[config.mk]
export PLATFORM = sky130hd
export DESIGN_NAME = json_string_escaper_top
export DESIGN_NICKNAME = d
export VERILOG_FILES = /design/src/design/jse_pkg.sv /design/src/design/jse_front.sv /design/src/design/jse_back.sv /design/src/design/json_string_escaper_top.sv
export SDC_FILE = /design/constraint.sdc
export NUM_CORES = 1
export LEC_CHECK = 0
export BUFFER_PORTS_ARGS = -buffer_cell sky130_fd_sc_hd__buf_2
export CAP_MARGIN = 25
export CORE_AREA = 3 3 111 102
export CTS_CLUSTER_DIAMETER = 80
export DETAILED_ROUTE_END_ITERATION = 10
export DIE_AREA = 0 0 114 105
export PLACE_DENSITY = 0.78
export SLEW_MARGIN = 15
export SYNTH_ARGS = -nofsm -noshare
export SYNTH_HDL_FRONTEND = slang
export SYNTH_SLANG_ARGS = --single-unit
[constraint.sdc]
create_clock -name clk_i -period 4.6 [get_ports clk_i]
set_clock_uncertainty 0.15 [all_clocks]
set_input_delay 0.23 -clock clk_i [delete_from_list [all_inputs] [get_ports clk_i]]
set_output_delay 0.23 -clock clk_i [all_outputs]
set_load 0.05 [all_outputs]
[src/design/jse_pkg.sv]
// Package: shared types, constants and escape helpers for the JSON string escaper.
package jse_pkg;

  localparam int unsigned COUNT_WIDTH_DEF = 12;
  localparam int unsigned CAP_WIDTH       = 12;
  localparam int unsigned LEN_WIDTH       = 12;
  localparam int unsigned QUEUE_DEPTH     = 2;
  localparam logic [CAP_WIDTH-1:0] CAP_RESET = 12'd255;

  localparam logic [7:0] CH_QUOTE  = 8'h22;
  localparam logic [7:0] CH_BSLASH = 8'h5C;
  localparam logic [7:0] CH_LF     = 8'h0A;
  localparam logic [7:0] CH_CR     = 8'h0D;
  localparam logic [7:0] CH_TAB    = 8'h09;
  localparam logic [7:0] CH_BS     = 8'h08;
  localparam logic [7:0] CH_FF     = 8'h0C;
  localparam logic [7:0] CH_SPACE  = 8'h20;
  localparam logic [7:0] CH_ZERO   = 8'h30;
  localparam logic [7:0] CH_UPPER_A = 8'h41;
  localparam logic [7:0] CH_N      = 8'h6E;
  localparam logic [7:0] CH_R      = 8'h72;
  localparam logic [7:0] CH_T      = 8'h74;
  localparam logic [7:0] CH_B      = 8'h62;
  localparam logic [7:0] CH_F      = 8'h66;
  localparam logic [7:0] CH_U      = 8'h75;

  typedef enum logic [1:0] {
    KIND_LITERAL,
    KIND_SHORT,
    KIND_UNICODE
  } esc_kind_e;

  typedef struct packed {
    logic [7:0] in_byte;
    logic       end_of_string;
  } in_req_t;

  typedef struct packed {
    logic [7:0]           out_byte;
    logic                 is_status;
    logic                 run_last;
    logic                 overflowed;
    logic [LEN_WIDTH-1:0] out_length;
  } out_req_t;

  // One classified request waiting for the back end.
  typedef struct packed {
    logic       eos;
    esc_kind_e  kind;
    logic [7:0] data;
  } esc_entry_t;

  function automatic logic [7:0] hex_char(input logic [3:0] nib);
    logic [7:0] r;
    if (nib < 4'd10) begin
      r = CH_ZERO + {4'd0, nib};
    end else begin
      r = CH_UPPER_A + {4'd0, nib} - 8'd10;
    end
    return r;
  endfunction

  function automatic logic [2:0] kind_last_idx(input esc_kind_e kind);
    logic [2:0] r;
    unique case (kind)
      KIND_LITERAL: r = 3'd0;
      KIND_SHORT:   r = 3'd1;
      KIND_UNICODE: r = 3'd5;
      default:      r = 3'd0;
    endcase
    return r;
  endfunction

  function automatic logic [7:0] esc_char(input esc_kind_e kind, input logic [7:0] data,
                                          input logic [2:0] idx);
    logic [7:0] r;
    r = data;
    unique case (kind)
      KIND_LITERAL: r = data;
      KIND_SHORT:   r = (idx == 3'd0) ? CH_BSLASH : data;
      KIND_UNICODE: begin
        unique case (idx)
          3'd0:    r = CH_BSLASH;
          3'd1:    r = CH_U;
          3'd2:    r = CH_ZERO;
          3'd3:    r = CH_ZERO;
          3'd4:    r = hex_char(data[7:4]);
          3'd5:    r = hex_char(data[3:0]);
          default: r = data;
        endcase
      end
      default: r = data;
    endcase
    return r;
  endfunction

endpackage

[src/design/jse_front.sv]
// Front end: accepts string bytes, classifies the escape, queues requests for the back end.
module jse_front (
  input  logic                clk_i,
  input  logic                rst_ni,
  input  logic                push_i,
  output logic                full_o,
  input  jse_pkg::in_req_t    in_data_i,
  output logic                head_valid_o,
  output jse_pkg::esc_entry_t head_o,
  input  logic                head_pop_i
);
  import jse_pkg::*;

  localparam int unsigned PtrW = (QUEUE_DEPTH > 1) ? $clog2(QUEUE_DEPTH) : 1;
  localparam int unsigned CntW = $clog2(QUEUE_DEPTH + 1);
  localparam logic [CntW-1:0] CntFull = CntW'(QUEUE_DEPTH);
  localparam logic [PtrW-1:0] PtrLast = PtrW'(QUEUE_DEPTH - 1);

  esc_entry_t            mem_q [QUEUE_DEPTH];
  logic [PtrW-1:0]       wr_ptr_q, wr_ptr_d, rd_ptr_q, rd_ptr_d;
  logic [CntW-1:0]       cnt_q, cnt_d;
  esc_entry_t            cls;
  logic                  do_push, do_pop;

  always_comb begin
    cls.eos  = in_data_i.end_of_string;
    cls.data = in_data_i.in_byte;
    cls.kind = KIND_LITERAL;
    priority case (in_data_i.in_byte)
      CH_QUOTE:  cls.kind = KIND_SHORT;
      CH_BSLASH: cls.kind = KIND_SHORT;
      CH_LF: begin
        cls.kind = KIND_SHORT;
        cls.data = CH_N;
      end
      CH_CR: begin
        cls.kind = KIND_SHORT;
        cls.data = CH_R;
      end
      CH_TAB: begin
        cls.kind = KIND_SHORT;
        cls.data = CH_T;
      end
      CH_BS: begin
        cls.kind = KIND_SHORT;
        cls.data = CH_B;
      end
      CH_FF: begin
        cls.kind = KIND_SHORT;
        cls.data = CH_F;
      end
      default: begin
        if (in_data_i.in_byte < CH_SPACE) begin
          cls.kind = KIND_UNICODE;
        end
      end
    endcase
  end

  assign full_o       = (cnt_q == CntFull);
  assign head_valid_o = (cnt_q != '0);
  assign head_o       = mem_q[rd_ptr_q];
  assign do_push      = push_i && !full_o;
  assign do_pop       = head_pop_i && head_valid_o;

  always_comb begin
    wr_ptr_d = wr_ptr_q;
    rd_ptr_d = rd_ptr_q;
    cnt_d    = cnt_q;
    if (do_push) begin
      wr_ptr_d = (wr_ptr_q == PtrLast) ? '0 : wr_ptr_q + 1'b1;
    end
    if (do_pop) begin
      rd_ptr_d = (rd_ptr_q == PtrLast) ? '0 : rd_ptr_q + 1'b1;
    end
    if (do_push && !do_pop) begin
      cnt_d = cnt_q + 1'b1;
    end else if (!do_push && do_pop) begin
      cnt_d = cnt_q - 1'b1;
    end
  end

  always_ff @(posedge clk_i or negedge rst_ni) begin
    if (!rst_ni) begin
      wr_ptr_q <= '0;
      rd_ptr_q <= '0;
      cnt_q    <= '0;
    end else begin
      wr_ptr_q <= wr_ptr_d;
      rd_ptr_q <= rd_ptr_d;
      cnt_q    <= cnt_d;
    end
  end

  always_ff @(posedge clk_i) begin
    if (do_push) begin
      mem_q[wr_ptr_q] <= cls;
    end
  end

endmodule

[src/design/jse_back.sv]
// Back end: steps through escape sequences, enforces capacity, drives the result register.
module jse_back #(
  parameter int unsigned COUNT_WIDTH = jse_pkg::COUNT_WIDTH_DEF
) (
  input  logic                         clk_i,
  input  logic                         rst_ni,
  input  logic                         head_valid_i,
  input  jse_pkg::esc_entry_t          head_i,
  output logic                         head_pop_o,
  input  logic                         cfg_valid_i,
  output logic                         cfg_ready_o,
  input  logic [jse_pkg::CAP_WIDTH-1:0] cfg_data_i,
  output logic                         empty_o,
  input  logic                         pop_i,
  output jse_pkg::out_req_t            out_data_o
);
  import jse_pkg::*;

  localparam int unsigned MaxW = (COUNT_WIDTH > CAP_WIDTH) ? COUNT_WIDTH : CAP_WIDTH;
  localparam int unsigned ExtW = MaxW + 2;
  localparam logic [ExtW-1:0] CntMax = ExtW'((64'd1 << COUNT_WIDTH) - 64'd1);

  logic [COUNT_WIDTH-1:0] cnt_q, cnt_d;
  logic                   ovf_q, ovf_d;
  logic [2:0]             idx_q, idx_d;
  logic [CAP_WIDTH-1:0]   cap_q;
  out_req_t               out_q, out_d;
  logic                   out_valid_q, out_valid_d;

  logic [ExtW-1:0] cnt_x, cap_x;
  logic            out_free, cur_fit, nxt_fit, is_last, load;
  logic [2:0]      last_idx;

  assign cnt_x    = ExtW'(cnt_q);
  assign cap_x    = ExtW'(cap_q);
  assign out_free = !out_valid_q || pop_i;
  assign cur_fit  = (cnt_x + ExtW'(1) < cap_x) && (cnt_x < CntMax);
  assign nxt_fit  = (cnt_x + ExtW'(2) < cap_x) && (cnt_x + ExtW'(1) < CntMax);
  assign last_idx = kind_last_idx(head_i.kind);
  assign is_last  = (idx_q == last_idx);

  always_comb begin
    cnt_d      = cnt_q;
    ovf_d      = ovf_q;
    idx_d      = idx_q;
    out_d      = out_q;
    load       = 1'b0;
    head_pop_o = 1'b0;
    priority if (!head_valid_i) begin
      head_pop_o = 1'b0;
    end else if (head_i.eos) begin
      if (out_free) begin
        load             = 1'b1;
        head_pop_o       = 1'b1;
        out_d.out_byte   = '0;
        out_d.is_status  = 1'b1;
        out_d.run_last   = 1'b1;
        out_d.overflowed = ovf_q || (cnt_x >= cap_x);
        out_d.out_length = cnt_x[LEN_WIDTH-1:0];
        cnt_d            = '0;
        ovf_d            = 1'b0;
        idx_d            = '0;
      end
    end else if (ovf_q) begin
      head_pop_o = 1'b1;
      idx_d      = '0;
    end else if (!cur_fit) begin
      head_pop_o = 1'b1;
      ovf_d      = 1'b1;
      idx_d      = '0;
    end else if (out_free) begin
      load             = 1'b1;
      out_d.out_byte   = esc_char(head_i.kind, head_i.data, idx_q);
      out_d.is_status  = 1'b0;
      out_d.run_last   = is_last || !nxt_fit;
      out_d.overflowed = 1'b0;
      out_d.out_length = '0;
      cnt_d            = cnt_q + 1'b1;
      if (is_last || !nxt_fit) begin
        head_pop_o = 1'b1;
        idx_d      = '0;
        ovf_d      = !is_last;
      end else begin
        idx_d = idx_q + 3'd1;
      end
    end
  end

  always_comb begin
    out_valid_d = out_valid_q;
    if (load) begin
      out_valid_d = 1'b1;
    end else if (pop_i) begin
      out_valid_d = 1'b0;
    end
  end

  assign empty_o     = !out_valid_q;
  assign out_data_o  = out_q;
  assign cfg_ready_o = 1'b1;

  always_ff @(posedge clk_i or negedge rst_ni) begin
    if (!rst_ni) begin
      cnt_q       <= '0;
      ovf_q       <= 1'b0;
      idx_q       <= '0;
      cap_q       <= CAP_RESET;
      out_valid_q <= 1'b0;
    end else begin
      cnt_q       <= cnt_d;
      ovf_q       <= ovf_d;
      idx_q       <= idx_d;
      out_valid_q <= out_valid_d;
      if (cfg_valid_i) begin
        cap_q <= cfg_data_i;
      end
    end
  end

  always_ff @(posedge clk_i) begin
    if (load) begin
      out_q <= out_d;
    end
  end

endmodule

[src/design/json_string_escaper_top.sv]
// Top level: JSON string escaper, classifying front end and escape-sequencing back end.
//
//  channel   direction  handshake              payload
//  input     in         push_i / full_o        in_data_i  (in_byte, end_of_string)
//  result    out        pop_i / empty_o        out_data_o (out_byte, is_status, run_last,
//                                                          overflowed, out_length)
//  config    in         cfg_valid_i / _ready_o cfg_data_i (out_capacity)
//
// Plain bytes and status requests give one result each, short escapes two, \u00XX escapes six.
// The back end emits one result byte per cycle while the result register is free or popped.
// An accepted request passes the queue, then the result register, before its first result shows.
// A 2-entry queue between front and back absorbs escape drain; full_o rises while it is full.
// Reset clears queue, counters, sticky overflow, and sets the capacity to 255.
// A stalled result register holds the back end; dropped bytes after overflow drain freely.
module json_string_escaper_top #(
  parameter int unsigned COUNT_WIDTH = jse_pkg::COUNT_WIDTH_DEF
) (
  input  logic                          clk_i,
  input  logic                          rst_ni,
  input  logic                          push_i,
  output logic                          full_o,
  input  jse_pkg::in_req_t              in_data_i,
  output logic                          empty_o,
  input  logic                          pop_i,
  output jse_pkg::out_req_t             out_data_o,
  input  logic                          cfg_valid_i,
  output logic                          cfg_ready_o,
  input  logic [jse_pkg::CAP_WIDTH-1:0] cfg_data_i
);
  import jse_pkg::*;

  logic       head_valid;
  esc_entry_t head;
  logic       head_pop;

  jse_front u_front (
    .clk_i        (clk_i),
    .rst_ni       (rst_ni),
    .push_i       (push_i),
    .full_o       (full_o),
    .in_data_i    (in_data_i),
    .head_valid_o (head_valid),
    .head_o       (head),
    .head_pop_i   (head_pop)
  );

  jse_back #(
    .COUNT_WIDTH (COUNT_WIDTH)
  ) u_back (
    .clk_i        (clk_i),
    .rst_ni       (rst_ni),
    .head_valid_i (head_valid),
    .head_i       (head),
    .head_pop_o   (head_pop),
    .cfg_valid_i  (cfg_valid_i),
    .cfg_ready_o  (cfg_ready_o),
    .cfg_data_i   (cfg_data_i),
    .empty_o      (empty_o),
    .pop_i        (pop_i),
    .out_data_o   (out_data_o)
  );

endmodule

==> results of run 1 <==
cell usage in the layout (no fill, tap or decap), types with 4 or more instances in the layout:
master         count
xnor2_1            8
a22o_2             6
nand2_1           35
xor2_1            17
inv_1             29
nor2_1            35
nand3_1           18
clkbuf_16          9
and2_1             8
or2_2              4
o21ai_0           35
buf_2             50
dfrtp_1           25
edfxtp_1          45
ha_1              48
dlygate4sd3_1     15
a21o_1             6
nand4_1            5
nand2b_1           6
nor2b_1            7
nor3_1             7
a21oi_1           28
o22ai_1            4
mux2i_1           12
dfstp_2            8
state kept, by name, summed over array words and instances (netlist names):
register and cells:
u_back.idx_q 3, u_front.cnt_q 2, u_back.ovf_q 1, u_front.rd_ptr_q 1, u_back.cap_q 12, u_back.cnt_q 12, u_front.mem_q 22, u_back.out_data_o 23
u_front.wr_ptr_q 1, u_back.out_valid_q 1
logic make-up (layout without fill, tap and decap cells):
| group | Yosys count | count (layout) | share of synthesized area [%] |
|---|---|---|---|
| simple gates | 147 | 147 | 15.11 |
| compound gates | 123 | 123 | 16.79 |
| flops | 78 | 78 | 43.22 |
| buf+inv | 53 | 112 | 5.292 |
| fa+ha+maj | 48 | 48 | 11.87 |
| xor+xnor | 25 | 25 | 4.327 |
| mux | 16 | 16 | 3.314 |
| other cells | 1 | 1 | 0.07411 |
critical path: stages (launching register included):
cell      delay (ns)
dfrtp_1         0.49
ha_1            0.33
nand3_2         0.18
or2_2           0.37
nor2_1          0.13
xor2_1          0.22
ha_1            0.29
a21oi_1         0.15
o211ai_1        0.11
a21oi_2         0.29
and2_4          0.24
nor2_1          0.07
a21oi_1         0.18
ha_1            0.19
xor2_1          0.15
nor2_1          0.06
xor2_1          0.13
worst max path at each step:
| stage | cells after the start | slack (ns) | end | start |
|---|---|---|---|---|
| floorplan | 17 | 1.24 | u_front.cnt_q[1] | u_back.cnt_q[1] |
| global placement | 16 | 0.99 | u_front.cnt_q[1] | u_back.cnt_q[0] |
| detailed placement | 15 | 0.86 | u_front.cnt_q[1] | u_back.cnt_q[2] |
| CTS | 15 | 0.81 | u_front.cnt_q[1] | u_back.cnt_q[2] |
| global route | 15 | 0.40 | u_front.cnt_q[1] | u_back.cnt_q[2] |
| finish | 16 | 0.73 | u_front.cnt_q[1] | u_back.cnt_q[1] |
cell type report:
cell class,count,area (µm²),share of cell area [%]
timing repair buffer,66,407.9,7.015
clock inverter,7,112.6,1.937
multi-input combinational,360,2605,44.80
sequential,78,2187,37.62
inverter,30,115.1,1.980
clock buffer,9,225.2,3.873
tap,129,161.4,2.776
layer usage:
metal | share of wire [%] | up-vias | wire, µm | GRT usage (%)
met5 | 0 | - | 0 | 0
met4 | 2.6 | 0 | 286 | 7.464
met3 | 6.9 | 32 | 746 | 3.474
met2 | 43 | 142 | 4705 | 27.55
met1 | 47 | 1822 | 5131 | 26.60
li1 | - | 1904 | - | -
power by group through the flow:
stage          Clock, µW  Combinational, µW  Sequential (µW)
3_5_place_dp           0               1560             1140
6_report             803               1590             1130
4_1_cts              810               1590             1130
2_1_floorplan          0                922             1430
5_1_grt              844               1730             1150
3_3_place_gp           0               1540             1130
per-stage QoR:
| step | setup slack (ns) | instance area [µm²] | hold WS, ns | util [%] | std cells |
|---|---|---|---|---|---|
| 2_1_floorplan | 1.235 | 5060 | -0.2156 | - | 491 |
| 3_3_place_gp | 0.9906 | 5326 | 0.1804 | 51.98 | 648 |
| 3_5_place_dp | 0.8637 | 5326 | 0.1956 | 51.98 | 648 |
| 4_1_cts | 0.8054 | 5814 | 0.03302 | 56.74 | 679 |
| 5_1_grt | 0.4044 | 5814 | 0.07859 | 56.74 | 679 |
| 6_report | 0.7316 | 5814 | 0.03348 | 56.74 | 679 |
==> results.toml, run 1 <==
[finish]
drive_gt1_share_pct = 18.73
nets = 619
fill_cells = 854
num_antenna_cells = 0
syn2layout_area_growth_pct = 14.91

[clock_network]
numCtsBuffers = 9
clockBufferDepth = 2
cts_tree = "built"
clk_latency_ns = 0.34
ctsResizeCount = 0
root_buffer = "clkbuf_16"
hold_buffers = 15
post-cts-setup-buffers = 0
cts_num_sinks = 78
clkTransAtPathRegs_ns = 0.06
cts-htree-levels = 3

[sta]
rsz0062_at_grt = "no"
relSlewSlack_pct = 40.34
tns_ns = 0
finalCriticalPeriod_ns = 3.868
worst_pin_slew_ns = 0.8916
finalCritPeriodShare_pct = 84.10
maxSlewViolCount = 0
setup_viol = 0
fmax_mhz = 258.5
hold_viol_final = 0

[floorplan]
fp.dieH_um = 105
die_area_um2 = 11970
num_rows = 35
start_util_pct = 49.38
core_area_um2 = 10250
io_pins = 52
fp.dieW_um = 114

[route]
vias = 3900
postRouteAntennaNets = 0
viasPerCell = 5.744
drt-total-wl_um = 10870
drc = 0
dr.pass1.iters = 5
avgRoutedWirePerCell_um = 16.01
drt_iter0_markers = 262

[yosys]
synth_common_cells = "48 x ha_1, 45 x edfxtp_1, 35 x nand2_1, 35 x nor2_1, 35 x o21ai_0"
synth_seq_cells = 78
synth_cell_types = 74
yosys.area.top_type = "edfxtp_1"
synthFlopType = "edfxtp_1"
syn_inst = 491
async_flop_share_pct = 42.31
synth.top_cells.by_area = "edfxtp_1 27%, dfrtp_1 12%, ha_1 12%"
synth_nets = 565
syn_area_per_cell_um2 = 10.31
ys_seq_area_share_pct = 43.22
syn_area_um2 = 5060
synth_edf_count = 45
ys_warn_count = 0
synth_top_cell_area_share_pct = 26.71
synth_most_common_cell = "ha_1"

[critical_path]
cp_max_fo = 7
worst-r2r-cell-count = 16
r2r-end = "u_front.cnt_q[1]"
timing.rr.start = "u_back.cnt_q[1]"
critical_path_class = "reg2reg"
crit_arrival_ns = 3.94
r2r_setup_slack_ns = 0.73
critPathLaunchType = "flip-flop"
critical_path_required_ns = 4.67
endpoint_kind = "flip-flop"

[worst_hold_path]
holdPathEnd = "u_back.out_valid_q"
hold_start = "pop_i"
whs_path_depth = 3
hp-class = "in2reg"

[global_route]
grt_pass1_wl_um = 18060
grt_max_degree = 34
antenna_found_initial = 0
grt_remaining_overflow = 0
grt_pass1_vias = 3697
grt_usage_pct = 18.55

[power]
pwr-share-clk_pct = 22.8
ir_worst_vdd_uv = 400.3
power_leakage_uw = 0.002608
switching_share_pct = 42.76
power.switching_uw = 1504
p_comb_share_pct = 45.1
finalPower_uw = 3517
p_per_area_nw_per_um2 = 604.9
seq_power_share_pct = 32.0
p_int_uw = 2013

[job]
cap_violations = 0

[placement]
port_buffers = 50
hpwl_um = 7893
routabilityCongestion = 0.9594

[run_status]
status = "completed"
Power figures use the tool's default switching activity.
==> run 2, diff against run 1 <==
ABC_AREA = 1   (was default)
CORE_AREA = 3 3 112 103   (was 3 3 111 102)
DIE_AREA = 0 0 115 106   (was 0 0 114 105)
clock period = 3.73 ns   (was 4.6 ns; I/O delays follow)
==> run 2 against run 1 <==
Register-to-register slack got worse by 0.40 ns. Flip-flop and latch count unchanged. Fmax is 14% higher. Combinational power is 42% higher. Synthesized cell count grew 25%. Largest power group unchanged. Critical path type unchanged. Sequential share of layout area decreased by 1.4 points. Clock-buffer cell count did not move. Power rose by 29%. Die area up 1.8%. Global-route usage grew 2.0 points. First-iteration DRC count up 15%.
==> results.toml, run 2 <==
[run_status]
status = "completed"

[critical_path]
timing.rr.start = "u_back.cnt_q[1]"
worst-r2r-cell-count = 20
r2r-end = "u_front.cnt_q[1]"
crit_cells = 20
cp_cell_sequence = "ha_2 -> nand2_1 -> inv_1 -> nand2_1 -> nor2_1 -> xor2_1 -> ha_1 -> a21oi_1 -> nor2_1 -> nor3_1 -> nand2_1 -> a21oi_2 -> nand3_2 -> nand2_2 -> nand2_2 -> nand2_2 -> ha_1 -> a21oi_1 -> o21ai_0 -> xor2_1"
crit_arrival_ns = 3.46
critical_path_class = "reg2reg"
crit_path_end = "u_front.cnt_q[1]"
path_buf_inv = 1
cp_max_fo = 5
endpoint_kind = "flip-flop"
critPathLaunchType = "flip-flop"
critical_path_required_ns = 3.80
crit_start = "u_back.cnt_q[1]"
r2r_setup_slack_ns = 0.34
cp_top_family = "simple AND/OR/NAND/NOR gates"
slowest_delay_ns = 0.44
crit_slowest_cell = "dfrtp_1"

[yosys]
synth_most_common_cell = "nand2_1"
synth_cell_types = 52
synthFlopType = "edfxtp_1"
synth_edf_count = 45
async_flop_share_pct = 42.31
synth_nets = 687
synth_common_cells = "114 x nand2_1, 95 x inv_1, 63 x nor2_1"
ys_warn_count = 0
ys_seq_area_share_pct = 42.43
synth_top_cell_area_share_pct = 26.21
yosys.area.top_type = "edfxtp_1"
syn_area_um2 = 5155
syn_inst = 613
syn_area_per_cell_um2 = 8.409
synth.top_cells.by_area = "edfxtp_1 26%, dfrtp_1 12%, ha_1 12%"
synth_seq_cells = 78

[finish]
final_common_cell = "nand2_1"
syn2layout_area_growth_pct = 17.14
nets = 758
drive_gt1_share_pct = 20.17
num_antenna_cells = 0
stdcell_area_um2 = 6038
final_cell_mix = "114 x nand2_1, 94 x inv_1, 63 x nor2_1"
largest_register_ffs = 23

[floorplan]
num_rows = 35
die_area_um2 = 12190
core_area_um2 = 10330
fp.dieW_um = 115
io_pins = 52
start_util_pct = 49.88
fp.dieH_um = 106

[route]
drt_iter0_markers = 302
drc = 0
postRouteAntennaNets = 0
viasPerCell = 5.319
vias = 4351
drt-total-wl_um = 11870
dr.pass1.iters = 5
avgRoutedWirePerCell_um = 14.51

[clock_network]
cts-htree-levels = 3
cts_tree = "built"
cts_num_sinks = 78
numCtsBuffers = 9
clk_latency_ns = 0.34
clockBufferDepth = 2
root_buffer = "clkbuf_16"
clkTransAtPathRegs_ns = 0.07

[sta]
maxSlewViolCount = 0
worst_pin_slew_ns = 0.9370
tns_ns = 0
hold_viol_final = 0
finalCriticalPeriod_ns = 3.395
rsz0062_at_grt = "no"
relSlewSlack_pct = 37.31
fmax_mhz = 294.6
setup_viol = 0
finalCritPeriodShare_pct = 91.02

[global_route]
antenna_found_initial = 0
grt_max_degree = 36
grt_usage_pct = 20.54
grt_pass1_wl_um = 20230
grt_remaining_overflow = 0
grt_pass1_vias = 4222

[placement]
port_buffers = 50
hpwl_um = 8805
place_area_um2 = 5548
routabilityCongestion = 0.9709

[power]
ir_worst_vdd_uv = 501.4
p_per_area_nw_per_um2 = 749.7
power_leakage_uw = 0.002939

[worst_hold_path]
hp-class = "in2reg"

[job]
cap_violations = 0
-- run 2: cell count changes in the layout (fill, tap and decap cells not counted), sizes merged, moves of 7 or more --
cell and delta:
a21oi -8, and2 -10, inv +80, mux2i -12, nand2 +91, nand3 +18
nor2 +36, nor2b -7, o21ai +12, xnor2 -7, xor2 -8
-- run 2: per-layer routing --
metal | track usage [%] | wire length (µm)
met3 | 3.358 | 801
met1 | 29.80 | 5605
met2 | 31.12 | 5260
met5 | 0 | 0
met4 | 6.957 | 205
-- run 2: worst min path at each step --
stage | slack [ns] | cells after the start | startpoint | end
after floorplan | -0.26 | 0 | rst_ni | u_back.cap_q[10]
after global placement | 0.14 | 1 | rst_ni | u_back.cnt_q[0]
after detailed placement | 0.16 | 1 | rst_ni | u_back.cnt_q[0]
after CTS | 0.02 | 2 | in_data_i[7] | u_front.mem_q[1][6]
after global routing | 0.03 | 2 | in_data_i[7] | u_front.mem_q[1][6]
final | 0.03 | 2 | in_data_i[7] | u_front.mem_q[1][6]
-- run 2: cell families after synthesis --
group	Yosys count	share of synthesized area (%)
simple gates	267	23.81
buf+inv	114	8.689
compound gates	93	11.24
flops	78	42.43
fa+ha+maj	48	11.65
xor+xnor	10	1.699
mux	2	0.4126
other cells	1	0.07275
-- run 2: final cells by class --
| type | count | area (µm²) |
|---|---|---|
| multi-input cells | 421 | 2539 |
| fillers | 911 | 4297 |
| well taps | 129 | 161.4 |
| inverters | 105 | 394.1 |
| clock buffers | 9 | 225.2 |
| clock inverters | 7 | 86.33 |
| flip-flops and latches | 78 | 2190 |
| repair buffers | 69 | 442.9 |
-- run 2: where the power goes --
part / switching (µW) / total (µW) / internal, µW
Sequential: 106 / 1350 / 1240
Clock: 390 / 925 / 535
Combinational: 1630 / 2250 / 625
Total: 2120 / 4530 / 2410
-- run 2: metrics by stage --
stage	util (%)	instances	setup slack, ns	power (µW)	hold WS [ns]
finish	58.43	818	0.3351	4527	0.02716
global route	58.43	818	0.05193	4833	0.02979
CTS	58.15	816	0.2159	4506	0.02414
detailed placement	53.68	785	0.2496	3558	0.1607
global placement	53.68	785	0.3490	3507	0.1402
floorplan	-	613	0.6832	3020	-0.2591
-- run 2: what timing repair did --
item / CTS / global route
gates resized for setup: 0 / 6
hold buffers: 15 / 0
setup endpoints to repair: 0 / 1
hold endpoints to repair: 41 / 0
buffers inserted: 0 / 1
